===== config.mk =====
export PLATFORM = sky130hd
export DESIGN_NAME = wscc_ctrl
export DESIGN_NICKNAME = d
export VERILOG_FILES = /design/src/rtl/windowed_sender_congestion_control_macros.svh /design/src/rtl/wscc_pkg.sv /design/src/rtl/wscc_ctrl.sv
export SDC_FILE = /design/constraint.sdc
export NUM_CORES = 1
export LEC_CHECK = 0
export ABC_AREA = 0
export BUFFER_PORTS_ARGS = -buffer_cell sky130_fd_sc_hd__buf_2
export CAP_MARGIN = 40
export CORE_MARGIN = 2
export CORE_UTILIZATION = 43
export DETAILED_ROUTE_END_ITERATION = 12
export MAX_ROUTING_LAYER = met4
export PLACE_DENSITY_LB_ADDON = 0.1
export SETUP_SLACK_MARGIN = 0.4
export SYNTH_ARGS = -nofsm -noshare
export SYNTH_HDL_FRONTEND = slang
export SYNTH_SLANG_ARGS = --single-unit

===== constraint.sdc =====
create_clock -name clk_i -period 1.9 [get_ports clk_i]
set_input_delay 0.38 -clock clk_i [delete_from_list [all_inputs] [get_ports clk_i]]
set_output_delay 0.38 -clock clk_i [all_outputs]
set_load 0.02 [all_outputs]

===== src/rtl/windowed_sender_congestion_control_macros.svh =====
// Assertion macros used by the windowed sender datapath.
`ifndef WINDOWED_SENDER_CONGESTION_CONTROL_MACROS_SVH
`define WINDOWED_SENDER_CONGESTION_CONTROL_MACROS_SVH

// check that a condition implies a consequence in the same cycle
`define WSCC_ASSERT_IMP(lbl, ante, cons, msg) \
  lbl: assert property (@(posedge clk_i) disable iff (!rst_ni) (ante) |-> (cons)) \
    else $error(msg);

// check that a condition holds at every cycle out of reset
`define WSCC_ASSERT_ALW(lbl, cond, msg) \
  lbl: assert property (@(posedge clk_i) disable iff (!rst_ni) (cond)) else $error(msg);

`endif


===== src/rtl/wscc_pkg.sv =====
// Types, constants and control structs for the windowed sender.
`default_nettype none

package wscc_pkg;

  localparam int unsigned DEPTH_DEF  = 64;
  localparam int unsigned SEQ_W      = 32;
  localparam int unsigned TIME_W     = 48;
  localparam int unsigned WIN_W      = 37;
  localparam int unsigned WINI_W     = 21;
  localparam int unsigned FIX_W      = 40;
  localparam int unsigned GAIN_W     = 4;
  localparam int unsigned KIND_W     = 3;
  localparam int unsigned REQ_W      = 2;
  localparam int unsigned TMO_W      = 32;
  localparam int unsigned CFG_IDX_W  = 2;
  localparam int unsigned CFG_DATA_W = 21;

  localparam logic [WIN_W-1:0]  ONE_FIX    = 37'h0_0001_0000;
  localparam logic [WIN_W-1:0]  WIN_RESET  = 37'h0_0080_0000;
  localparam logic [WINI_W-1:0] THR_RESET  = 21'd128;
  localparam logic [FIX_W-1:0]  EST_RESET  = 40'd12800;
  localparam logic [WINI_W-1:0] MAXW_RESET = 21'h10_0000;
  localparam logic [GAIN_W-1:0] GAIN_RESET = 4'd4;
  localparam logic [SEQ_W-1:0]  SEQ_RESET  = 32'd1;

  typedef enum logic [REQ_W-1:0] {
    REQ_SEND = 2'd0,
    REQ_ACK  = 2'd1,
    REQ_TIME = 2'd2,
    REQ_NONE = 2'd3
  } req_e;

  typedef enum logic [KIND_W-1:0] {
    KIND_SENT       = 3'd0,
    KIND_REFUSED    = 3'd1,
    KIND_ACKED      = 3'd2,
    KIND_UNMATCHED  = 3'd3,
    KIND_NO_TIMEOUT = 3'd4,
    KIND_RETX       = 3'd5
  } kind_e;

  typedef enum logic [1:0] {
    SEL_ZERO = 2'd0,
    SEL_ACK  = 2'd1,
    SEL_HOLD = 2'd2,
    SEL_RAM  = 2'd3
  } seqsel_e;

  typedef enum logic [CFG_IDX_W-1:0] {
    CFG_MAX_WINDOW   = 2'd0,
    CFG_TIMEOUT_GAIN = 2'd1
  } cfg_idx_e;

  typedef struct packed {
    logic [SEQ_W-1:0]  seq;
    logic [TIME_W-1:0] first;
    logic [TIME_W-1:0] send;
  } entry_t;

  localparam int unsigned ENTRY_W = $bits(entry_t);

  typedef struct packed {
    logic    latch;
    logic    push;
    logic    idx_clr;
    logic    idx_inc;
    logic    rd_idx;
    logic    rd_idx1;
    logic    rd_zero;
    logic    wr_shift;
    logic    wr_rtx;
    logic    found_set;
    logic    dec_count;
    logic    rtt_diff;
    logic    rtt_upd;
    logic    rtt_mul;
    logic    tmo_set;
    logic    win_inc;
    logic    div_start;
    logic    div_step;
    logic    win_div;
    logic    timeout_set;
    logic    emit;
    kind_e   emit_kind;
    seqsel_e emit_sel;
    logic    emit_last;
  } cmd_t;

  typedef struct packed {
    req_e req;
    logic can_send;
    logic idx_at_count;
    logic idx1_at_count;
    logic seq_match;
    logic count_zero;
    logic expired;
    logic need_div;
    logic div_last;
    logic out_free;
  } sts_t;

endpackage

`default_nettype wire


===== src/rtl/wscc_ctrl.sv =====
// Controller: sequences send, ack scan, list shift, RTT update, divide and retransmit.
`default_nettype none

module wscc_ctrl (
  input  logic           clk_i,
  input  logic           rst_ni,
  input  logic           in_valid_i,
  output logic           in_ready_o,
  input  wscc_pkg::sts_t sts_i,
  output wscc_pkg::cmd_t cmd_o
);
  import wscc_pkg::*;

  typedef enum logic [4:0] {
    S_IDLE, S_DISPATCH, S_SCAN_RD, S_SCAN_CMP, S_SHIFT_RD, S_SHIFT_WR,
    S_RTT_DIFF, S_RTT_UPD, S_RTT_MUL, S_RTT_TMO, S_DIV, S_WIN_DIV,
    S_TC_CMP, S_RTX_RD, S_RTX_WR, S_EMIT
  } state_e;

  state_e  state_q, state_d;
  kind_e   kind_q, kind_d;
  seqsel_e sel_q, sel_d;

  assign in_ready_o = (state_q == S_IDLE);

  always_comb begin
    state_d = state_q;
    kind_d  = kind_q;
    sel_d   = sel_q;
    cmd_o   = '0;
    cmd_o.emit_kind = kind_q;
    cmd_o.emit_sel  = sel_q;
    unique case (state_q)
      S_IDLE: begin
        if (in_valid_i) begin
          cmd_o.latch = 1'b1;
          state_d = S_DISPATCH;
        end
      end
      S_DISPATCH: begin
        unique case (sts_i.req)
          REQ_SEND: begin
            if (sts_i.can_send) begin
              cmd_o.push = 1'b1;
              kind_d = KIND_SENT;
              sel_d  = SEL_HOLD;
            end else begin
              kind_d = KIND_REFUSED;
              sel_d  = SEL_ZERO;
            end
            state_d = S_EMIT;
          end
          REQ_ACK: begin
            cmd_o.idx_clr = 1'b1;
            state_d = S_SCAN_RD;
          end
          REQ_TIME: begin
            if (sts_i.count_zero) begin
              kind_d  = KIND_NO_TIMEOUT;
              sel_d   = SEL_ZERO;
              state_d = S_EMIT;
            end else begin
              cmd_o.rd_zero = 1'b1;
              state_d = S_TC_CMP;
            end
          end
          default: begin
            kind_d  = KIND_NO_TIMEOUT;
            sel_d   = SEL_ZERO;
            state_d = S_EMIT;
          end
        endcase
      end
      S_SCAN_RD: begin
        if (sts_i.idx_at_count) begin
          kind_d  = KIND_UNMATCHED;
          sel_d   = SEL_ACK;
          state_d = S_EMIT;
        end else begin
          cmd_o.rd_idx = 1'b1;
          state_d = S_SCAN_CMP;
        end
      end
      S_SCAN_CMP: begin
        if (sts_i.seq_match) begin
          cmd_o.found_set = 1'b1;
          state_d = S_SHIFT_RD;
        end else begin
          cmd_o.idx_inc = 1'b1;
          state_d = S_SCAN_RD;
        end
      end
      S_SHIFT_RD: begin
        if (sts_i.idx1_at_count) begin
          state_d = S_RTT_DIFF;
        end else begin
          cmd_o.rd_idx1 = 1'b1;
          state_d = S_SHIFT_WR;
        end
      end
      S_SHIFT_WR: begin
        cmd_o.wr_shift = 1'b1;
        cmd_o.idx_inc  = 1'b1;
        state_d = S_SHIFT_RD;
      end
      S_RTT_DIFF: begin
        cmd_o.dec_count = 1'b1;
        cmd_o.rtt_diff  = 1'b1;
        state_d = S_RTT_UPD;
      end
      S_RTT_UPD: begin
        cmd_o.rtt_upd = 1'b1;
        state_d = S_RTT_MUL;
      end
      S_RTT_MUL: begin
        cmd_o.rtt_mul = 1'b1;
        state_d = S_RTT_TMO;
      end
      S_RTT_TMO: begin
        cmd_o.tmo_set = 1'b1;
        kind_d = KIND_ACKED;
        sel_d  = SEL_ACK;
        if (sts_i.need_div) begin
          cmd_o.div_start = 1'b1;
          state_d = S_DIV;
        end else begin
          cmd_o.win_inc = 1'b1;
          state_d = S_EMIT;
        end
      end
      S_DIV: begin
        cmd_o.div_step = 1'b1;
        if (sts_i.div_last) begin
          state_d = S_WIN_DIV;
        end
      end
      S_WIN_DIV: begin
        cmd_o.win_div = 1'b1;
        state_d = S_EMIT;
      end
      S_TC_CMP: begin
        if (sts_i.expired) begin
          cmd_o.timeout_set = 1'b1;
          cmd_o.idx_clr     = 1'b1;
          state_d = S_RTX_RD;
        end else begin
          kind_d  = KIND_NO_TIMEOUT;
          sel_d   = SEL_ZERO;
          state_d = S_EMIT;
        end
      end
      S_RTX_RD: begin
        cmd_o.rd_idx = 1'b1;
        state_d = S_RTX_WR;
      end
      S_RTX_WR: begin
        if (sts_i.out_free) begin
          cmd_o.wr_rtx    = 1'b1;
          cmd_o.idx_inc   = 1'b1;
          cmd_o.emit      = 1'b1;
          cmd_o.emit_kind = KIND_RETX;
          cmd_o.emit_sel  = SEL_RAM;
          cmd_o.emit_last = sts_i.idx1_at_count;
          state_d = sts_i.idx1_at_count ? S_IDLE : S_RTX_RD;
        end
      end
      S_EMIT: begin
        if (sts_i.out_free) begin
          cmd_o.emit      = 1'b1;
          cmd_o.emit_last = 1'b1;
          state_d = S_IDLE;
        end
      end
      default: state_d = S_IDLE;
    endcase
  end

  always_ff @(posedge clk_i or negedge rst_ni) begin
    if (!rst_ni) begin
      state_q <= S_IDLE;
      kind_q  <= KIND_NO_TIMEOUT;
      sel_q   <= SEL_ZERO;
    end else begin
      state_q <= state_d;
      kind_q  <= kind_d;
      sel_q   <= sel_d;
    end
  end

endmodule

`default_nettype wire

==> flow_summary.json, run 1 <==
{
  "drv_slew": 0,
  "antenna_found_initial": 0,
  "synth_area_sq_mm": 0.001015,
  "yosys_register_bits": 8,
  "synth_area_leaders": "dfrtp_1 17%, ha_1 4.9%, nor2_1 4.8%",
  "die_h_um": 52.58,
  "worst_slew_pin_slew_ns": 0.4696,
  "first_pass_iters": 5,
  "r2r_start": "state_q[3]",
  "ys.flop_type": "dfrtp_1",
  "post-route-period-util": 1.053,
  "synth_warnings": 0,
  "period_needed_ns": 2.001,
  "n_fill_cell": 45,
  "fmax_mhz": 499.7,
  "violations": "setup timing",
  "hold-path-endpoint": "state_q[0]",
  "core_sq_mm": 0.002212,
  "htreeDepth": 1,
  "start_util": 0.4587,
  "p_leak_nw": 0.9850,
  "timing.hold.ws_ns": 0.4348,
  "routed_wl_mm": 5.769,
  "cts_sinks": 8,
  "clkSlewWorstSetupHoldPaths_ns": 0.06,
  "nets": 232,
  "routedWlPerCell_um": 23.94,
  "area_growth_pct": 109.9,
  "dp_slack_ns": 0.04777,
  "maxCapViolations": 0,
  "cts_root_buf": "clkbuf_4",
  "end_kind": "output port",
  "avgSynthCellArea_sq_um": 7.516,
  "r2r-end": "sel_q[1]",
  "antenna_left": 0,
  "insertion_delay_ns": 0.26,
  "grt_pass1_wl_mm": 7.355,
  "drt_iter0_markers": 108,
  "grtUsageTotal": 0.3751,
  "synth_top_area_frac": 0.1726,
  "drive_gt1_frac": 0.6620,
  "placement.io_buffers": 41,
  "die_area_sq_mm": 0.002764,
  "cp.required_ns": 1.52,
  "ys_top_cells_by_count": "13 x nor2_1, 11 x nand2_1, 9 x inv_1",
  "hold_class": "primary input to register",
  "grt_max_degree": 13,
  "yosysUniqueCellTypes": 48,
  "synth_largest_area_cell": "dfrtp_1",
  "slew_headroom": 0.6851,
  "setup_ws_ns": -0.1012,
  "crit_arrival_ns": 1.62,
  "synth-edff-count": 0,
  "hold_viol": 0,
  "dieWidth_um": 52.58,
  "yosysMostFrequentCell": "nor2_1",
  "clockBufferDepth": 2,
  "ioPinCount": 42,
  "detailed_place_hpwl_mm": 2.456,
  "insertedDiodeCount": 0,
  "drc_errors": 0,
  "finalSetupViolCount": 19,
  "post-route-cell-area_sq_mm": 0.002130,
  "worst_setup_path_start_kind": "register",
  "fin_skew_ns": 0.004093,
  "path_max_fanout": 10,
  "syn_inst": 135,
  "r2r_cells": 5,
  "yosysSeqAreaShare": 0.1985,
  "hp-start": "sts_i[0]",
  "power.density_mw_per_mm2": 1997,
  "grt_pass1_vias": 1501,
  "cts_tree": "done",
  "vias": 1591,
  "synth_nets": 153,
  "rsz0062_at_grt": "true",
  "ys_async_sr_fraction": 1.000,
  "path_class": "register to output port",
  "outcome": "finished with violations",
  "num_rows": 17,
  "grt.overflow.total": 0,
  "placed_cell_area_sq_mm": 0.001468,
  "holdPathStages": 2,
  "vdd_drop_max_uv": 1632,
  "gp_congestion": 0.8773,
  "power_mw": 4.254,
  "cts-buffers-inserted": 3,
  "viasPerCell": 6.602,
  "rrSetupSlack_ns": -0.07
}
-- cells in the final DEF (no fill, tap or decap), drive strengths merged, types with 3 or more instances in the layout --
master	count
nor2b	6
o22ai	4
nand2	11
clkbuf	4
dfrtp	7
nand2b	5
ha	4
or2	5
a21oi	5
mux2	3
o21ai	4
o21bai	4
inv	7
nor2	13
nor3	6
buf	83
-- where the power goes --
part | total [mW] | leakage, nW | internal, mW | switching [mW]
sequential | 0.397 | 0.0918 | 0.279 | 0.118
combinational | 3.70 | 0.878 | 1.88 | 1.83
clock | 0.152 | 0.0150 | 0.0812 | 0.0713
total | 4.25 | 0.985 | 2.24 | 2.02
-- critical path: stages (launching register included) --
cell and delay [ns]:
dfrtp_2 0.46, buf_12 0.16, or2_4 0.27, nor4b_4 0.28, buf_4 0.18
-- metrics by stage --
stage / setup TNS, ns / std cells / utilization
after floorplan: 0 / 135 / -
after global placement: 0 / 206 / 0.6635
after detailed placement: 0 / 206 / 0.6635
after CTS: -0.07094 / 232 / 0.8976
after global routing: -1.950 / 241 / 0.9627
final: -0.8607 / 241 / 0.9627
-- repair_timing --
item	CTS	global route
gates resized for setup	72	19
endpoints found under the setup margin	35	36
cloned	3	0
hold buffers	1	0
hold endpoints to repair	7	0
pin swaps	18	11
setup buffers	18	9
-- sequential cells by signal, indices dropped and copies added (netlist names) --
name / flops
kind_q: 3
sel_q: 1
state_q: 4
-- kinds of logic after synthesis --
| family | share of synthesized area |
|---|---|
| AOI/OAI and AO/OA | 0.2959 |
| and+or+nand+nor | 0.3243 |
| DFF | 0.1985 |
| adders and majority gates | 0.04932 |
| muxes | 0.04069 |
| buffers and inverters | 0.09125 |
-- layer usage --
metal / vias up / global-route usage / part of all wire
li1: 655 / - / -
met1: 714 / 0.4154 / 0.34
met2: 170 / 0.6354 / 0.48
met3: 52 / 0.08857 / 0.12
met4: 0 / 0.1709 / 0.061
met5: - / - / 0
-- area by class of cell --
class | count | area, sq um | share of cell area
Clock buffer | 4 | 26.28 | 0.01234
Multi-Input combinational cell | 106 | 1003 | 0.4712
Inverter | 9 | 41.29 | 0.01939
Tap cell | 28 | 35.03 | 0.01645
Sequential cell | 8 | 205.2 | 0.09636
Timing Repair Buffer | 86 | 818.3 | 0.3843
-- how the worst max path moves through the flow --
stage	start	to	slack, ns
3_5_place_dp	sts_i[10]	sel_q[1]	0.05
3_3_place_gp	sts_i[10]	sel_q[1]	0.11
4_1_cts	state_q[3]	cmd_o[22]	-0.04
6_report	state_q[3]	cmd_o[20]	-0.10
2_1_floorplan	state_q[0]	sel_q[1]	0.16
5_1_grt	sts_i[10]	cmd_o[24]	-0.19
(Power assumes the default switching activity.)
==> run 2, diff against run 1 <==
- CORE_UTILIZATION: 43 -> 31
- SKIP_LAST_GASP: unset -> 1
==> run 2 against run 1 <==
Effect of this change:
- the run still ends with setup timing left
- final area decreased by 0.76%
- fmax increased by 2.1%
- power decreased by 8.3%
- clock skew increased by 0.0060 ns
==> flow_summary.json, run 2 (synthesis gave the netlist of run 1 again) <==
{
  "path_max_fanout": 6,
  "cts_sinks": 8,
  "grt.overflow.total": 0,
  "largest_reg_flops": 4,
  "path_delay_family": "simple AND/OR/NAND/NOR gates",
  "use_met1": 0.2745,
  "placement.io_buffers": 41,
  "viasPerCell": 5.419,
  "period_needed_ns": 1.960,
  "fmax_mhz": 510.3,
  "worst_setup_path_start_kind": "register",
  "slew_headroom": 0.6467,
  "layout.cells.non_filler": 246,
  "drc_errors": 0,
  "cts_tree": "done",
  "power_mw": 3.900,
  "seq_power_share": 0.100,
  "critPathMaxStageDelay_ns": 0.53,
  "grt_pass1_wl_mm": 5.782,
  "clkSlewWorstSetupHoldPaths_ns": 0.06,
  "grt_max_degree": 25,
  "drt_iter0_markers": 55,
  "die_h_um": 61.21,
  "post-route-period-util": 1.031,
  "cp_slowest_cell": "or4b_4",
  "outcome": "finished with violations",
  "gp_congestion": 0.8194,
  "cts_root_buf": "clkbuf_4",
  "routed_wl_mm": 4.109,
  "met2_usage": 0.3541,
  "crit_arrival_ns": 1.58,
  "grt_busiest_layer": "met2",
  "dieWidth_um": 61.21,
  "setup_ws_ns": -0.05973,
  "crit_chain": "or4b_4 -> o22ai_2 -> buf_6",
  "dp_slack_ns": 0.03645,
  "area_growth_pct": 108.3,
  "cp.required_ns": 1.52,
  "placed_cell_area_sq_mm": 0.001478,
  "n_fill_cell": 260,
  "grt_util_met3": 0.03782,
  "timing.hold.ws_ns": 0.4649,
  "nets": 221,
  "layout_common_cells": "30 x buf_6, 22 x buf_4, 14 x buf_2, 9 x nor2_4",
  "core_sq_mm": 0.003078,
  "worst_slew_pin_slew_ns": 0.5267,
  "combPwrFrac": 0.864,
  "violations": "setup timing",
  "intPower_mw": 2.078,
  "multiInputGateArea_sq_mm": 0.001050,
  "detailed_place_hpwl_mm": 2.614,
  "power.density_mw_per_mm2": 1846,
  "drive_gt1_frac": 0.6782,
  "post-route-cell-area_sq_mm": 0.002113,
  "top_regs": "state_q (4), kind_q (3), sel_q (1)",
  "insertedDiodeCount": 0,
  "tns_ns": -0.1322,
  "power.switching_mw": 1.822,
  "vias": 1333,
  "seq_area_sq_um": 206.4,
  "layout.cells.most_common": "buf_6",
  "share_clk_of_total_power": 0.036,
  "cts-buffers-inserted": 3,
  "start_util": 0.3297,
  "path_class": "register to output port",
  "path_buf_inv": 1,
  "grt_pass1_vias": 1200,
  "die_area_sq_mm": 0.003747,
  "ioPinCount": 42,
  "fin_skew_ns": 0.01009,
  "rsz0062_at_grt": "true",
  "maxCapViolations": 0,
  "num_rows": 20,
  "final_util": 0.6866,
  "insertion_delay_ns": 0.26,
  "hold_viol": 0,
  "antenna_found_initial": 0,
  "grtUsageTotal": 0.2127,
  "swShare": 0.4672,
  "routedWlPerCell_um": 16.70,
  "drv_slew": 0,
  "vdd_drop_max_uv": 939.7,
  "finalSetupViolCount": 3,
  "clockBufferDepth": 2,
  "end_kind": "output port",
  "p_leak_nw": 0.9433,
  "first_pass_iters": 5,
  "top_register": "state_q",
  "placed_cells": 219,
  "hold_class": "primary input to register",
  "htreeDepth": 1,
  "antenna_left": 0
}
run 2: cell count changes in the layout (fill, tap and decap cells not counted), moves of 2 or more:
cell	delta
bufbuf_16	-2
o22ai_4	-2
clkbuf_16	+2
buf_4	-13
nor2_2	-2
nor2b_1	-2
buf_6	+2
nor2_4	+3
run 2: layout make-up:
class                   count  area share
repair buffers             75      0.3493
flip-flops and latches      8     0.09769
clock buffers               4     0.01243
inverters                   9     0.01776
multi-input cells         106      0.4967
well taps                  44     0.02605
run 2: worst reg2reg max path: cells and delay by family, from the launching register on:
kind                   cells  cell delay (ns)
and+or+nand+nor            1             0.53
DFF                        1             0.49
AOI/OAI and AO/OA          2             0.33
muxes                      1             0.30
buffers and inverters      1             0.17
run 2: path summary, 6_finish.rpt:
| kind | startpoint | endpoint | slack (ns) | cells past startpoint |
|---|---|---|---|---|
| setup reg to reg | state_q[2] | sel_q[1] | -0.04 | 5 |
| max in group asynchronous | rst_ni | kind_q[2] | 1.16 | 2 |
| min in group asynchronous | rst_ni | state_q[1] | 0.49 | 2 |
| hold / removal | sts_i[0] | state_q[0] | 0.46 | 2 |
| setup / recovery | state_q[2] | cmd_o[22] | -0.06 | 3 |
| hold reg to reg | sel_q[1] | sel_q[1] | 0.52 | 1 |
run 2: power groups by stage:
stage / logic, mW / clock network, mW / registers [mW]
2_1_floorplan: 1.65 / 0 / 0.343
3_3_place_gp: 2.16 / 0 / 0.356
3_5_place_dp: 2.16 / 0 / 0.358
4_1_cts: 2.45 / 0.141 / 0.367
5_1_grt: 3.55 / 0.149 / 0.400
6_report: 3.37 / 0.140 / 0.390
run 2: per-layer routing:
layer  routed length [um]  vias to the layer above  share of wire
met5                    0                        -              0
met4                   59                        0          0.014
met3                  230                        6          0.056
met2                 2157                       57           0.52
met1                 1662                      644           0.40
li1                     -                      626              -
run 2: timing repair:
action | CTS | global route
endpoints found under the setup margin | 35 | 36
buffers inserted | 7 | 13
resized for setup | 31 | 76
endpoints found under the hold margin | 7 | 0
hold buffers | 1 | 0
cloned | 0 | 2
pin swaps | 4 | 21
==> run 3, diff against run 2 <==
- REMOVE_ABC_BUFFERS: unset -> 1
==> run 3 against run 2 <==
Effect of this change:
- the run still ends with setup timing left
- sequential power down 5.9%
- via count up 3.4%
- sequential cell count unchanged
- register-to-register slack better by 0.04 ns
- count of clock-buffer cells in the layout unchanged
- fmax up 0.90%
- utilization down 3.2 points
- global-route usage up 1.8 points
- clock skew down 0.0020 ns
- first-iteration DRC count down 13%
- sequential share of layout area up 0.36 points
- highest routed layer unchanged
==> flow_summary.json, run 3 (synthesis gave the netlist of run 1 again) <==
{
  "start_util": 0.3297,
  "insertedDiodeCount": 0,
  "routedWlPerCell_um": 15.83,
  "layout.cells.non_filler": 257,
  "htreeDepth": 1,
  "antenna_found_initial": 0,
  "viasPerCell": 5.362,
  "num_rows": 20,
  "vias": 1378,
  "grt_pass1_vias": 1302,
  "final_util": 0.6545,
  "top_register": "state_q",
  "top_regs": "state_q (4), kind_q (3), sel_q (1)",
  "layout.cells.most_common": "buf_4",
  "period_needed_ns": 1.942,
  "vdd_drop_max_uv": 765.5,
  "cts-buffers-inserted": 3,
  "end_kind": "output port",
  "rsz0062_at_grt": "true",
  "rrSetupSlack_ns": 0,
  "drt_iter0_markers": 48,
  "holdPathStages": 2,
  "routed_wl_mm": 4.069,
  "clkSlewWorstSetupHoldPaths_ns": 0.07,
  "hold_class": "primary input to register",
  "first_pass_iters": 4,
  "r2r-end": "sel_q[1]",
  "grt_max_degree": 13,
  "die_h_um": 61.21,
  "timing.hold.ws_ns": 0.4389,
  "drive_gt1_frac": 0.6479,
  "detailed_place_hpwl_mm": 2.577,
  "p_leak_nw": 0.9305,
  "finalSetupViolCount": 7,
  "outcome": "finished with violations",
  "fmax_mhz": 514.9,
  "n_fill_cell": 251,
  "cp.required_ns": 1.52,
  "r2r_cells": 5,
  "path_max_fanout": 5,
  "worst_slew_pin_slew_ns": 0.3322,
  "slew_headroom": 0.7772,
  "hold_viol": 0,
  "path_class": "register to output port",
  "nets": 232,
  "power_mw": 3.743,
  "grt.overflow.total": 0,
  "die_area_sq_mm": 0.003747,
  "r2r_start": "state_q[3]",
  "core_sq_mm": 0.003078,
  "dieWidth_um": 61.21,
  "placement.io_buffers": 41,
  "placed_cells": 221,
  "grt_pass1_wl_mm": 6.189,
  "tns_ns": -0.1293,
  "largest_reg_flops": 4,
  "fin_skew_ns": 0.008061,
  "antenna_left": 0,
  "cp-endpoint": "cmd_o[22]",
  "post-route-period-util": 1.022,
  "gp_congestion": 0.7769,
  "violations": "setup timing",
  "cts_tree": "done",
  "drc_errors": 0,
  "layout_common_cells": "42 x buf_4, 24 x buf_6, 16 x buf_2, 7 x nor2_1, 7 x nand2_1",
  "critical_path.startpoint": "state_q[3]",
  "post-route-cell-area_sq_mm": 0.002014,
  "drv_slew": 0,
  "cts_root_buf": "clkbuf_4",
  "clockBufferDepth": 2,
  "cts_sinks": 8,
  "maxCapViolations": 0,
  "area_growth_pct": 98.52,
  "setup_ws_ns": -0.04220,
  "dp_slack_ns": 0.03326,
  "insertion_delay_ns": 0.26,
  "worst_setup_path_start_kind": "register",
  "power.density_mw_per_mm2": 1858,
  "ioPinCount": 42,
  "placed_cell_area_sq_mm": 0.001314,
  "grtUsageTotal": 0.2303,
  "crit_arrival_ns": 1.56
}
run 3: cell count changes in the layout (fill, tap and decap cells not counted), moves of 3 or more:
cell | previous run | this run
buf_6 | 30 | 24
nor2_4 | 9 | 4
nor3_4 | 3 | 0
nor2_1 | 3 | 7
buf_4 | 22 | 42
run 3: worst max-delay path, stage by stage, from the launching register on:
cell	delay (ns)
dfrtp_2	0.44
or4b_4	0.55
o22ai_2	0.17
buf_6	0.14
run 3: worst min-delay path by stage:
stage                     startpoint    endpoint
after floorplan               rst_ni   kind_q[0]
after global placement        rst_ni    sel_q[1]
after detailed placement      rst_ni    sel_q[1]
after CTS                   sts_i[0]  state_q[0]
after global routing        sts_i[0]  state_q[0]
final                       sts_i[0]  state_q[0]
run 3: report_power, final:
| part | switching [mW] | internal (mW) | total (mW) |
|---|---|---|---|
| registers | 0.0905 | 0.276 | 0.367 |
| logic | 1.54 | 1.69 | 3.23 |
| clock network | 0.0674 | 0.0808 | 0.148 |
| total | 1.70 | 2.05 | 3.74 |
run 3: layer usage:
metal,vias to the layer above,GRT usage,wire length [um]
met5,-,-,0
met4,0,0.07143,60
met3,6,0.01471,152
met2,42,0.3936,2070
met1,683,0.2890,1785
li1,647,-,-
run 3: layout make-up:
cell class	count	area (sq um)	area share
multi-input combinational	106	949.7	0.4714
timing repair buffer	86	738.2	0.3665
sequential	8	203.9	0.1012
tap	44	55.05	0.02733
inverter	9	41.29	0.02050
clock buffer	4	26.28	0.01304
run 3: what timing repair did:
item                                    in CTS  in global routing
setup buffers                               25                  5
hold endpoints to repair                     7                  0
cloned                                       1                  0
pin swaps                                   22                  8
endpoints found under the setup margin      35                 36
hold buffers                                 1                  0
gates resized for setup                     99                 16
